### src/design/bdqs_pkg.sv
package bdqs_pkg;

  localparam int KIND_W = 3;
  localparam int DATA_W = 32;
  localparam int STATUS_W = 2;
  localparam int POS_W = 6;

  localparam logic [KIND_W-1:0] KIND_PUSH_FRONT = 3'd0;
  localparam logic [KIND_W-1:0] KIND_PUSH_BACK  = 3'd1;
  localparam logic [KIND_W-1:0] KIND_POP_FRONT  = 3'd2;
  localparam logic [KIND_W-1:0] KIND_POP_BACK   = 3'd3;
  localparam logic [KIND_W-1:0] KIND_SEARCH     = 3'd4;
  localparam logic [KIND_W-1:0] KIND_LIST       = 3'd5;

  localparam logic [STATUS_W-1:0] STATUS_OK        = 2'd0;
  localparam logic [STATUS_W-1:0] STATUS_EMPTY     = 2'd1;
  localparam logic [STATUS_W-1:0] STATUS_FULL      = 2'd2;
  localparam logic [STATUS_W-1:0] STATUS_NOT_FOUND = 2'd3;

  typedef struct packed {
    logic              push;
    logic              pop;
    logic              at_back;
    logic              walk;
    logic              listing;
    logic [DATA_W-1:0] value;
  } cmd_t;

endpackage

### src/design/bdqs_if.sv
interface bdqs_req_if import bdqs_pkg::*; ();
  logic                     valid;
  logic                     ready;
  logic [KIND_W-1:0]        kind;
  logic signed [DATA_W-1:0] value;

  modport source (output valid, output kind, output value, input ready);
  modport sink (input valid, input kind, input value, output ready);
endinterface

interface bdqs_rsp_if import bdqs_pkg::*; ();
  logic                     valid;
  logic                     ready;
  logic [STATUS_W-1:0]      status;
  logic [POS_W-1:0]         position;
  logic signed [DATA_W-1:0] element;
  logic                     last;

  modport source (output valid, output status, output position, output element,
                  output last, input ready);
  modport sink (input valid, input status, input position, input element,
                input last, output ready);
endinterface

### src/design/bdqs_front.sv
module bdqs_front import bdqs_pkg::*; (
  bdqs_req_if.sink req,
  output logic     cmd_valid,
  input  logic     cmd_ready,
  output cmd_t     cmd
);

  logic known;

  always_comb begin
    known = 1'b1;
    cmd.push = 1'b0;
    cmd.pop = 1'b0;
    cmd.at_back = 1'b0;
    cmd.walk = 1'b0;
    cmd.listing = 1'b0;
    cmd.value = req.value;
    case (req.kind)
      KIND_PUSH_FRONT: begin
        cmd.push = 1'b1;
      end
      KIND_PUSH_BACK: begin
        cmd.push = 1'b1;
        cmd.at_back = 1'b1;
      end
      KIND_POP_FRONT: begin
        cmd.pop = 1'b1;
      end
      KIND_POP_BACK: begin
        cmd.pop = 1'b1;
        cmd.at_back = 1'b1;
      end
      KIND_SEARCH: begin
        cmd.walk = 1'b1;
      end
      KIND_LIST: begin
        cmd.walk = 1'b1;
        cmd.listing = 1'b1;
      end
      default: begin
        known = 1'b0;
      end
    endcase
  end

  // unknown kinds are taken and dropped
  assign req.ready = cmd_ready;
  assign cmd_valid = req.valid && known;

endmodule

### src/design/bdqs_cmd_fifo.sv
module bdqs_cmd_fifo import bdqs_pkg::*; (
  input  logic clk,
  input  logic rst,
  input  logic wr_valid,
  output logic wr_ready,
  input  cmd_t wr_data,
  output logic rd_valid,
  input  logic rd_ready,
  output cmd_t rd_data
);

  cmd_t       slots [2];
  logic       wptr;
  logic       rptr;
  logic [1:0] fill;
  logic       do_wr;
  logic       do_rd;

  assign wr_ready = (fill != 2'd2);
  assign rd_valid = (fill != 2'd0);
  assign rd_data = slots[rptr];
  assign do_wr = wr_valid && wr_ready;
  assign do_rd = rd_valid && rd_ready;

  always_ff @(posedge clk) begin
    if (do_wr) begin
      slots[wptr] <= wr_data;
    end
  end

  always_ff @(posedge clk) begin
    if (rst) begin
      wptr <= 1'b0;
      rptr <= 1'b0;
      fill <= 2'd0;
    end else begin
      if (do_wr) begin
        wptr <= ~wptr;
      end
      if (do_rd) begin
        rptr <= ~rptr;
      end
      case ({do_wr, do_rd})
        2'b10: fill <= fill + 2'd1;
        2'b01: fill <= fill - 2'd1;
        default: fill <= fill;
      endcase
    end
  end

endmodule

### src/design/bdqs_back.sv
module bdqs_back import bdqs_pkg::*; #(
  parameter int DEPTH = 32
) (
  input  logic       clk,
  input  logic       rst,
  input  logic       cmd_valid,
  output logic       cmd_ready,
  input  cmd_t       cmd,
  bdqs_rsp_if.source rsp
);

  localparam int IW = (DEPTH > 1) ? $clog2(DEPTH) : 1;
  localparam int CW = $clog2(DEPTH + 1);
  localparam logic ST_IDLE = 1'b0;
  localparam logic ST_WALK = 1'b1;

  logic [DATA_W-1:0] mem [DEPTH];
  logic [DATA_W-1:0] rd_data;
  logic [IW-1:0]     rd_addr;
  logic              rd_en;
  logic [IW-1:0]     wr_addr;
  logic              wr_en;

  logic              state;
  logic              state_next;
  logic [IW-1:0]     front;
  logic [IW-1:0]     front_next;
  logic [CW-1:0]     count;
  logic [CW-1:0]     count_next;
  logic [IW-1:0]     walk_idx;
  logic [IW-1:0]     walk_idx_next;
  logic [DATA_W-1:0] key;
  logic              listing;

  logic                rsp_valid;
  logic [STATUS_W-1:0] rsp_status;
  logic [POS_W-1:0]    rsp_position;
  logic [DATA_W-1:0]   rsp_element;
  logic                rsp_last;
  logic                load;
  logic [STATUS_W-1:0] load_status;
  logic [POS_W-1:0]    load_position;
  logic [DATA_W-1:0]   load_element;
  logic                load_last;

  logic          out_free;
  logic          full;
  logic          empty;
  logic [IW-1:0] front_inc;
  logic [IW-1:0] front_dec;
  logic [CW-1:0] walk_pos;
  logic          walk_end;

  function automatic logic [IW-1:0] slot_of(input logic [IW-1:0] base,
                                            input logic [IW-1:0] offs);
    logic [IW:0] sum;
    sum = {1'b0, base} + {1'b0, offs};
    if (sum >= (IW+1)'(DEPTH)) begin
      sum = sum - (IW+1)'(DEPTH);
    end
    return sum[IW-1:0];
  endfunction

  assign out_free = !rsp_valid || rsp.ready;
  assign full = (count == CW'(DEPTH));
  assign empty = (count == '0);
  assign front_inc = (front == IW'(DEPTH - 1)) ? '0 : front + 1'b1;
  assign front_dec = (front == '0) ? IW'(DEPTH - 1) : front - 1'b1;
  assign walk_pos = CW'(walk_idx) + 1'b1;
  assign walk_end = (walk_pos == count);

  always_comb begin
    state_next = state;
    front_next = front;
    count_next = count;
    walk_idx_next = walk_idx;
    cmd_ready = 1'b0;
    wr_en = 1'b0;
    wr_addr = front_dec;
    rd_en = 1'b0;
    rd_addr = front;
    load = 1'b0;
    load_status = STATUS_OK;
    load_position = '0;
    load_element = '0;
    load_last = 1'b1;
    case (state)
      ST_IDLE: begin
        if (cmd_valid && out_free) begin
          cmd_ready = 1'b1;
          if (cmd.push) begin
            load = 1'b1;
            if (full) begin
              load_status = STATUS_FULL;
            end else begin
              wr_en = 1'b1;
              count_next = count + 1'b1;
              if (cmd.at_back) begin
                wr_addr = slot_of(front, IW'(count));
              end else begin
                front_next = front_dec;
              end
            end
          end else if (cmd.pop) begin
            load = 1'b1;
            if (empty) begin
              load_status = STATUS_EMPTY;
            end else begin
              count_next = count - 1'b1;
              if (!cmd.at_back) begin
                front_next = front_inc;
              end
            end
          end else if (empty) begin
            load = 1'b1;
            load_status = STATUS_EMPTY;
          end else begin
            rd_en = 1'b1;
            walk_idx_next = '0;
            state_next = ST_WALK;
          end
        end
      end
      ST_WALK: begin
        if (out_free) begin
          if (listing) begin
            load = 1'b1;
            load_position = POS_W'(walk_pos);
            load_element = rd_data;
            load_last = walk_end;
          end else if (rd_data == key) begin
            load = 1'b1;
            load_position = POS_W'(walk_pos);
          end else if (walk_end) begin
            load = 1'b1;
            load_status = STATUS_NOT_FOUND;
          end
          if (walk_end || (!listing && rd_data == key)) begin
            state_next = ST_IDLE;
          end else begin
            walk_idx_next = walk_idx + 1'b1;
            rd_en = 1'b1;
            rd_addr = slot_of(front, walk_idx + 1'b1);
          end
        end
      end
      default: begin
        state_next = ST_IDLE;
      end
    endcase
  end

  always_ff @(posedge clk) begin
    if (wr_en) begin
      mem[wr_addr] <= cmd.value;
    end
    if (rd_en) begin
      rd_data <= mem[rd_addr];
    end
  end

  always_ff @(posedge clk) begin
    if (cmd_ready && cmd.walk) begin
      key <= cmd.value;
      listing <= cmd.listing;
    end
    walk_idx <= walk_idx_next;
    if (load) begin
      rsp_status <= load_status;
      rsp_position <= load_position;
      rsp_element <= load_element;
      rsp_last <= load_last;
    end
  end

  always_ff @(posedge clk) begin
    if (rst) begin
      state <= ST_IDLE;
      front <= '0;
      count <= '0;
      rsp_valid <= 1'b0;
    end else begin
      state <= state_next;
      front <= front_next;
      count <= count_next;
      if (load) begin
        rsp_valid <= 1'b1;
      end else if (rsp.ready) begin
        rsp_valid <= 1'b0;
      end
    end
  end

  assign rsp.valid = rsp_valid;
  assign rsp.status = rsp_status;
  assign rsp.position = rsp_position;
  assign rsp.element = rsp_element;
  assign rsp.last = rsp_last;

endmodule

### src/design/bounded_deque_with_search_unit.sv
// double-ended queue of signed 32-bit values in a ring of DEPTH entries
// req channel: kind (push front/back, pop front/back, search, list) and value
// rsp channel: status, position, element, last; one transfer per push, pop or
//   search, one per stored element for list or one if it is empty (last marks the final one)
// unknown kinds are taken and produce nothing
// a 2-entry command queue sits between the decoder and the executing back end
// push, pop and empty/full answers pass the command queue and output register
// search walks one entry per cycle from the front while the output register is
//   free, after a registered read of the front entry; the answer is loaded at
//   the matching entry, or after the last stored entry for not found
// list gives one element per cycle once started while the receiver keeps up,
//   the ring memory read sets this pace; push and pop keep the back end idle
// reset empties the deque (front and count cleared); memory contents are
//   not cleared and never read before being written
// when the receiver holds rsp ready low the result stays in the output
//   register, the walk pauses and req keeps being taken until the queue fills
module bounded_deque_with_search_unit import bdqs_pkg::*; #(
  parameter int DEPTH = 32
) (
  input logic      clk,
  input logic      rst,
  bdqs_req_if.sink req,
  bdqs_rsp_if.source rsp
);

  logic front_valid;
  logic front_ready;
  cmd_t front_cmd;
  logic back_valid;
  logic back_ready;
  cmd_t back_cmd;

  bdqs_front u_front (
    .req       (req),
    .cmd_valid (front_valid),
    .cmd_ready (front_ready),
    .cmd       (front_cmd)
  );

  bdqs_cmd_fifo u_fifo (
    .clk      (clk),
    .rst      (rst),
    .wr_valid (front_valid),
    .wr_ready (front_ready),
    .wr_data  (front_cmd),
    .rd_valid (back_valid),
    .rd_ready (back_ready),
    .rd_data  (back_cmd)
  );

  bdqs_back #(
    .DEPTH (DEPTH)
  ) u_back (
    .clk       (clk),
    .rst       (rst),
    .cmd_valid (back_valid),
    .cmd_ready (back_ready),
    .cmd       (back_cmd),
    .rsp       (rsp)
  );

endmodule
### src/flat_wrapper.sv
// flat-port wrapper written by rule: the top's interface ports become plain ports
module bounded_deque_with_search_unit_flat import bdqs_pkg::*;
#(
  parameter int DEPTH = 32
)
  (clk, rst, req_valid, req_kind, req_value, req_ready, rsp_valid, rsp_status, rsp_position, rsp_element, rsp_last, rsp_ready);
  bdqs_req_if req_i ();
  bdqs_rsp_if rsp_i ();
  input logic clk;
  input logic rst;
  input wire logic [$bits(req_i.valid)-1:0] req_valid;
  input wire logic [$bits(req_i.kind)-1:0] req_kind;
  input wire logic [$bits(req_i.value)-1:0] req_value;
  output wire logic [$bits(req_i.ready)-1:0] req_ready;
  output wire logic [$bits(rsp_i.valid)-1:0] rsp_valid;
  output wire logic [$bits(rsp_i.status)-1:0] rsp_status;
  output wire logic [$bits(rsp_i.position)-1:0] rsp_position;
  output wire logic [$bits(rsp_i.element)-1:0] rsp_element;
  output wire logic [$bits(rsp_i.last)-1:0] rsp_last;
  input wire logic [$bits(rsp_i.ready)-1:0] rsp_ready;
  assign req_i.valid = req_valid;
  assign req_i.kind = req_kind;
  assign req_i.value = req_value;
  assign req_ready = req_i.ready;
  assign rsp_valid = rsp_i.valid;
  assign rsp_status = rsp_i.status;
  assign rsp_position = rsp_i.position;
  assign rsp_element = rsp_i.element;
  assign rsp_last = rsp_i.last;
  assign rsp_i.ready = rsp_ready;
  bounded_deque_with_search_unit #(.DEPTH(DEPTH)) u_core (.clk(clk), .rst(rst), .req(req_i), .rsp(rsp_i));
endmodule
### config.mk
export PLATFORM = sky130hd
export DESIGN_NAME = bounded_deque_with_search_unit_flat
export DESIGN_NICKNAME = d
export VERILOG_FILES = /design/src/design/bdqs_pkg.sv /design/src/design/bdqs_if.sv /design/src/design/bdqs_front.sv /design/src/design/bdqs_cmd_fifo.sv /design/src/design/bdqs_back.sv /design/src/design/bounded_deque_with_search_unit.sv /design/src/flat_wrapper.sv
export SDC_FILE = /design/constraint.sdc
export NUM_CORES = 1
export LEC_CHECK = 0
export BUFFER_PORTS_ARGS = -buffer_cell sky130_fd_sc_hd__buf_2
export CAP_MARGIN = 15
export CORE_MARGIN = 4
export CORE_UTILIZATION = 57
export DETAILED_ROUTE_END_ITERATION = 8
export PLACE_DENSITY_LB_ADDON = 0.05
export SLEW_MARGIN = 0
export SYNTH_ARGS = -nofsm -noshare
export SYNTH_HDL_FRONTEND = slang
export SYNTH_HIERARCHICAL = 1
export SYNTH_SLANG_ARGS = --single-unit
### constraint.sdc
create_clock -name clk -period 6.7 [get_ports clk]
set_input_delay 0.67 -clock clk [delete_from_list [all_inputs] [get_ports clk]]
set_output_delay 0.67 -clock clk [all_outputs]
set_load 0.005 [all_outputs]
# Word-level counts from Yosys, hierarchy flattened
# Memories as Yosys holds them, arrays and structs flattened. A register that Yosys moved wholly into a read port is not among the register bits.
# Index checks and enable logic that the tools add are counted.
dict set report totals {
  regBits 96
  mem_bits_rw 1098
  in_bits 39
  mem_count 2
}
# name words word_bits rd rd_clocked_by_memory_dff write_ports line
set memory_table {}
lappend memory_table {u_core.u_back.mem 32 32 1 1 1 bdqs_back.sv:17} ;# logic [DATA_W-1:0] mem [DEPTH];
lappend memory_table {u_core.u_fifo.slots 2 37 1 1 1 bdqs_cmd_fifo.sv:12} ;# cmd_t slots [2];
dict set report op_classes {
  addsub 12
  n_lt_le_gt_ge 2
  eq_ne 22
  muxes 79
  bitwise_logic 3
  n_reduce_logical 27
}
# op n
set op_table {}
lappend op_table {{5-bit two-way mux} 24}
lappend op_table {{1-bit two-way mux} 36}
lappend op_table {{6-bit two-way mux} 6}
lappend op_table {{32-bit equality test} 1}
lappend op_table {{2-bit inequality test, second input constant} 9}
lappend op_table {{5-bit by 1-bit subtractor with 5-bit output, second input constant} 3}
lappend op_table {{2-bit two-way mux} 7}
lappend op_table {{5-bit by 5-bit adder with 6-bit output} 2}
lappend op_table {{6-bit >= comparator, second input constant} 2}
lappend op_table {{5-bit by 1-bit adder with 5-bit output, second input constant} 2}
lappend op_table {{5-bit case mux with 2 select lines} 1}
lappend op_table {{2-bit case mux with 2 select lines} 2}
lappend op_table {{2-bit nonzero test} 4}
lappend op_table {{2-bit OR reduction} 4}
lappend op_table {{7-bit AND reduction} 1}
lappend op_table {{5-bit by 1-bit adder with 6-bit output, second input constant} 1}
lappend op_table {{6-bit by 1-bit adder with 6-bit output, second input constant} 1}
lappend op_table {{3-bit by 2-bit equality test with 1-bit output, second input constant} 2}
lappend op_table {{3-bit equality test, second input constant} 2}
lappend op_table {{6-bit equality test} 1}
lappend op_table {{6-bit equality test, second input constant} 1}
lappend op_table {{1-bit logical AND} 6}
lappend op_table {{6-bit logical NOT} 1}
lappend op_table {{1-bit case mux with 2 select lines} 3}
lappend op_table {{other kinds (18)} 23}

# Depth between registers and ports, before layout
dict set report logic_depth {
  depth_word 8
  ltp_mapped 16
}

# Hierarchy
# Netlist, hierarchy kept.
# module instances cells_per_inst area_per_inst_um2 seq_area_each_um2
set by_module_without_submodules {}
lappend by_module_without_submodules {bdqs_back 1 3020 45942.8 34342.9}
lappend by_module_without_submodules {bdqs_cmd_fifo 1 139 2881.5 2322.2}
lappend by_module_without_submodules {bdqs_front 1 39 286.5 0.0}

# Least setup slack after synthesis
# Ideal clock, no wire load.
dict set report synth_path {
  path_type {input-to-reg}
  start {input rsp_ready}
  end {memory u_core.u_back.mem[18][0], enable pin}
  setup_ns 0.421
  arrival_ns 3.608
  t_required_ns 6.279
  path_slack_ns 2.670
  path_stages 9
  path_cell_list {inv_1 -> nand2_1 -> and3b_1 -> clkbuf_1 -> nand4_1 -> a31oi_1 -> xnor2_1 -> nand2_1 -> nor2_1}
}
dict set report synth_between {
  elab_chain_cells 6
}
# element line
set synth_rtl {}
lappend synth_rtl {{start, declared} flat_wrapper.sv:20} ;# input wire logic [$bits(rsp_i.ready)-1:0] rsp_ready;
lappend synth_rtl {{1-bit logical OR (*)} bdqs_back.sv:64} ;# assign out_free = !rsp_valid || rsp.ready;
lappend synth_rtl {{1-bit logical AND (*)} bdqs_back.sv:89} ;# if (cmd_valid && out_free) begin
lappend synth_rtl {{1-bit two-way mux} bdqs_back.sv:89}
lappend synth_rtl {{1-bit two-way mux} bdqs_back.sv:87} ;# case (state)
lappend synth_rtl {{1-bit two-way mux} bdqs_back.sv:154} ;# if (wr_en) begin
lappend synth_rtl {{1-bit two-way mux (not written as such)} bdqs_back.sv:155} ;# mem[wr_addr] <= cmd.value;
lappend synth_rtl {{end, declared} bdqs_back.sv:17}
# Mark *: on every way between the ends. The rest lies on a longest branch, timed or not.

# Worst setup path in the final report
dict set report layout_path {
  start {register u_core.u_back.rd_data[19], read port of u_core.u_back.mem}
  end {register u_core.u_back.rd_data[17], read port of u_core.u_back.mem (data pin)}
}
dict set report layout_between {
  elab_chain_cells 6
}
# element line
set layout_rtl {}
lappend layout_rtl {{start, declared} bdqs_back.sv:18} ;# logic [DATA_W-1:0] rd_data;
lappend layout_rtl {{32-bit equality test (*)} bdqs_back.sv:138} ;# if (walk_end || (!listing && rd_data == key)) begin
lappend layout_rtl {{1-bit logical AND (*)} bdqs_back.sv:138}
lappend layout_rtl {{1-bit logical OR (*)} bdqs_back.sv:138}
lappend layout_rtl {{1-bit two-way mux or 5-bit two-way mux (tied branches)} bdqs_back.sv:138}
lappend layout_rtl {{1-bit two-way mux or 5-bit two-way mux (tied branches)} bdqs_back.sv:125} ;# if (out_free) begin
lappend layout_rtl {{1-bit case mux with 2 select lines or 5-bit two-way mux (tied branches)} bdqs_back.sv:87}
# Marks and branches as above.
# A chain may end at the register's enable or synchronous reset.

==> reports/metrics.cfg <==
[clock_network]
clkSinkCount=1227
cts_buffers=132
root_buffer=clkbuf_16
clock_latency_ps=730
clk_pin_slew_ps=60
cts_tree=yes
cts_max_level=4
cts_setup_buffers=0
cts_max_path_buffers=3
cts_resized=0
postCtsHoldBufs=0

[logic_synthesis]
synth_nets=3257
synthTopCellsByArea=edfxtp_1, mux2i_1, nand2_1
syn_area_per_cell_um2=15.4
yosysWarnings=6
synth_top_area_share_pct=73.9
ys_ff_latch=1227
synth-async-reset-ratio_pct=0
synth_top_cell_by_area=edfxtp_1
synth_enable_flop_cells=1209
syn_area_um2=49100
synth_ff_type=edfxtp_1
ys_seq_area_share_pct=74.7
syn-instance-count=3198
synth_cell_types=59

[sta]
post-route-period-util_pct=87.1
fmax_ghz=0.171
fin_tns_setup_ps=0
hold_viol_final=0
max_slew_margin_pct=12.7
drv_slew=0
setup_viol=0
rsz0062_at_grt=false
fin_worst_skew_ps=33.6
tightest_slew_ps=1310
layout_min_cycle_time_ps=5840

[power]
pwr-share-clk_pct=29.4
p_switching_mw=7.72
p_int_mw=15.5
pwr-share-comb_pct=28.0
power_density_nw_per_um2=425
switching_share_pct=33.2
ir_drop_v=0.000434
leakage_nw=18.4
seq_power_share_pct=42.6

[grt]
grt_pass1_vias=28200
grt_usage_pct=30.2
antenna_found_initial=6
grt_pass1_wl_um=196000
gr-total-overflow=0
grt_max_degree=231

[placement]
dpl-instance-area_um2=50600
portBuffers=81
dp_hpwl_um=77000
gp_congestion=0.856

[worst_setup_path]
path_max_fanout=230
worst_setup_path_end_kind=flop
path_class=reg -> reg
worst_setup_path_start_kind=flop
crit_arrival_ps=6270
required_ps=7130

[finish]
final_cell_area_um2=54700
area_growth_pct=11.4
finalNetCount=3301
drive_gt1_share_pct=13.6
fillers=6167
final_cell_mix=edfxtp_1, nand2_1, mux2i_1
layout_commonest_cell=edfxtp_1

[drt]
drc=0
antenna_left=0
wl_per_cell_um=30.5
finalWirelength_um=137000
num_vias=29300
drt_pass1_iterations=7
drtIter0Drc=3366
vias_per_cell=6.52

[floorplan]
die_w_um=302
start_util_pct=57.6
rows=107
die_h_um=302
ios=82
die-area_um2=90900
core_area_um2=85300

[hold_path]
hold_class=in -> reg

[outcome]
status=completed

[flow_run]
max_cap_viol_count=0

==> worst max-delay path: stages, from the launching register on <==
cell and delay, ps:
edfxtp_1 480, xor2_1 200, nor4_1 560, nand4_1 290, or4_1 720, nand3_1 500
and2_4 560, buf_12 690, a21oi_1 180, a32oi_1 220, o22ai_1 180, nor4_2 560
==> state kept, by name (all words and copies together) (netlist names), 5 cells and up, named ones only <==
register	count
u_core/u_back/count	6
u_core/u_back/front	5
u_core/u_back/key	32
u_core/u_back/mem	1024
u_core/u_back/rd_data	32
u_core/u_back/rsp.element	32
u_core/u_back/rsp.position	6
u_core/u_back/walk_idx	5
u_core/u_fifo/slots	74
==> cell families (layout without fill, tap and decap cells) <==
| group | Yosys count | in the layout | share of synthesized area (%) |
|---|---|---|---|
| and+or+nand+nor | 818 | 818 | 8.10 |
| xor gates and xnor gates | 63 | 63 | 1.12 |
| muxes | 231 | 231 | 4.81 |
| other | 0 | 1 | 0 |
| buffers and inverters | 256 | 399 | 2.74 |
| AOI/OAI and AO/OA | 583 | 583 | 8.01 |
| DFF | 1227 | 1227 | 74.7 |
| adders and majority gates | 20 | 20 | 0.555 |
==> metrics by stage <==
step	std cells	setup slack (ps)	power (mW)	hold WS [ps]	utilization [%]
finish	4486	864	23.2	130	64.2
global route	4485	721	24.2	96.6	64.2
CTS	4485	1020	23.3	82.8	64.2
detailed placement	4252	1090	16.5	505	59.4
global placement	4252	1030	16.3	494	59.4
floorplan	3198	2670	14.3	474	-
==> layer usage <==
metal,track usage (%),up-vias,share of wire [%],routed length (um)
met3,5.38,299,9.1,12400
met5,0,-,0.019,26
met4,11.0,4,3.7,5060
met2,47.8,1520,47,64100
li1,-,12500,-,-
met1,42.7,14900,40,55100
==> cell usage after synthesis, drive strengths merged, types with 2 or more instances <==
cell / number
xor2: 43
nor2b: 11
or2: 4
xnor2: 20
or3: 2
o22ai: 127
inv: 16
nor3: 8
dfxtp: 18
or4: 4
and2: 7
nand2b: 3
a32oi: 55
nand3: 10
mux2i: 192
mux2: 39
nor2: 67
buf: 164
and3b: 2
a211o: 7
a21o: 5
a22oi: 3
clkbuf: 76
nand4: 4
o211ai: 3
ha: 17
a311oi: 2
nor4: 42
a21boi: 5
and3: 174
edfxtp: 1209
a211oi: 139
a31oi: 141
nand2: 477
fa: 3
a31o: 2
nor3b: 2
a21oi: 77
o21ai: 10
==> power groups by stage <==
stage,Sequential [mW],Clock (mW),Combinational (mW)
3_5_place_dp,10.1,0,6.41
6_report,9.91,6.83,6.51
4_1_cts,9.91,6.93,6.44
5_1_grt,9.95,7.29,6.95
3_3_place_gp,10.0,0,6.30
2_1_floorplan,9.98,0,4.28
==> worst paths after layout <==
kind / endpoint / start / slack, ps / depth (start not counted)
max: u_core/u_back/rd_data[17]$_DFFE_PP_ / u_core/u_back/rd_data[19]$_DFFE_PP_ / 860 / 11
min: u_core/u_fifo/slots[1][2]$_DFFE_PP_ / req_value[2] / 130 / 1
max reg2reg: u_core/u_back/rd_data[17]$_DFFE_PP_ / u_core/u_back/rd_data[19]$_DFFE_PP_ / 860 / 11
min reg2reg: u_core/u_fifo/fill[1]$_SDFFE_PP0P_ / u_core/u_fifo/fill[1]$_SDFFE_PP0P_ / 520 / 2
==> final cells by class <==
class	count	area, um^2	share of cell area, %
diodes	1	2.50	0.00457
inverters	16	60.1	0.110
multi-input cells	1715	11400	20.9
well taps	1144	1430	2.62
clock inverters	70	599	1.10
flip-flops and latches	1227	36700	67.0
repair buffers	150	1050	1.92
clock buffers	163	3480	6.36
(Power assumes the default switching activity.)
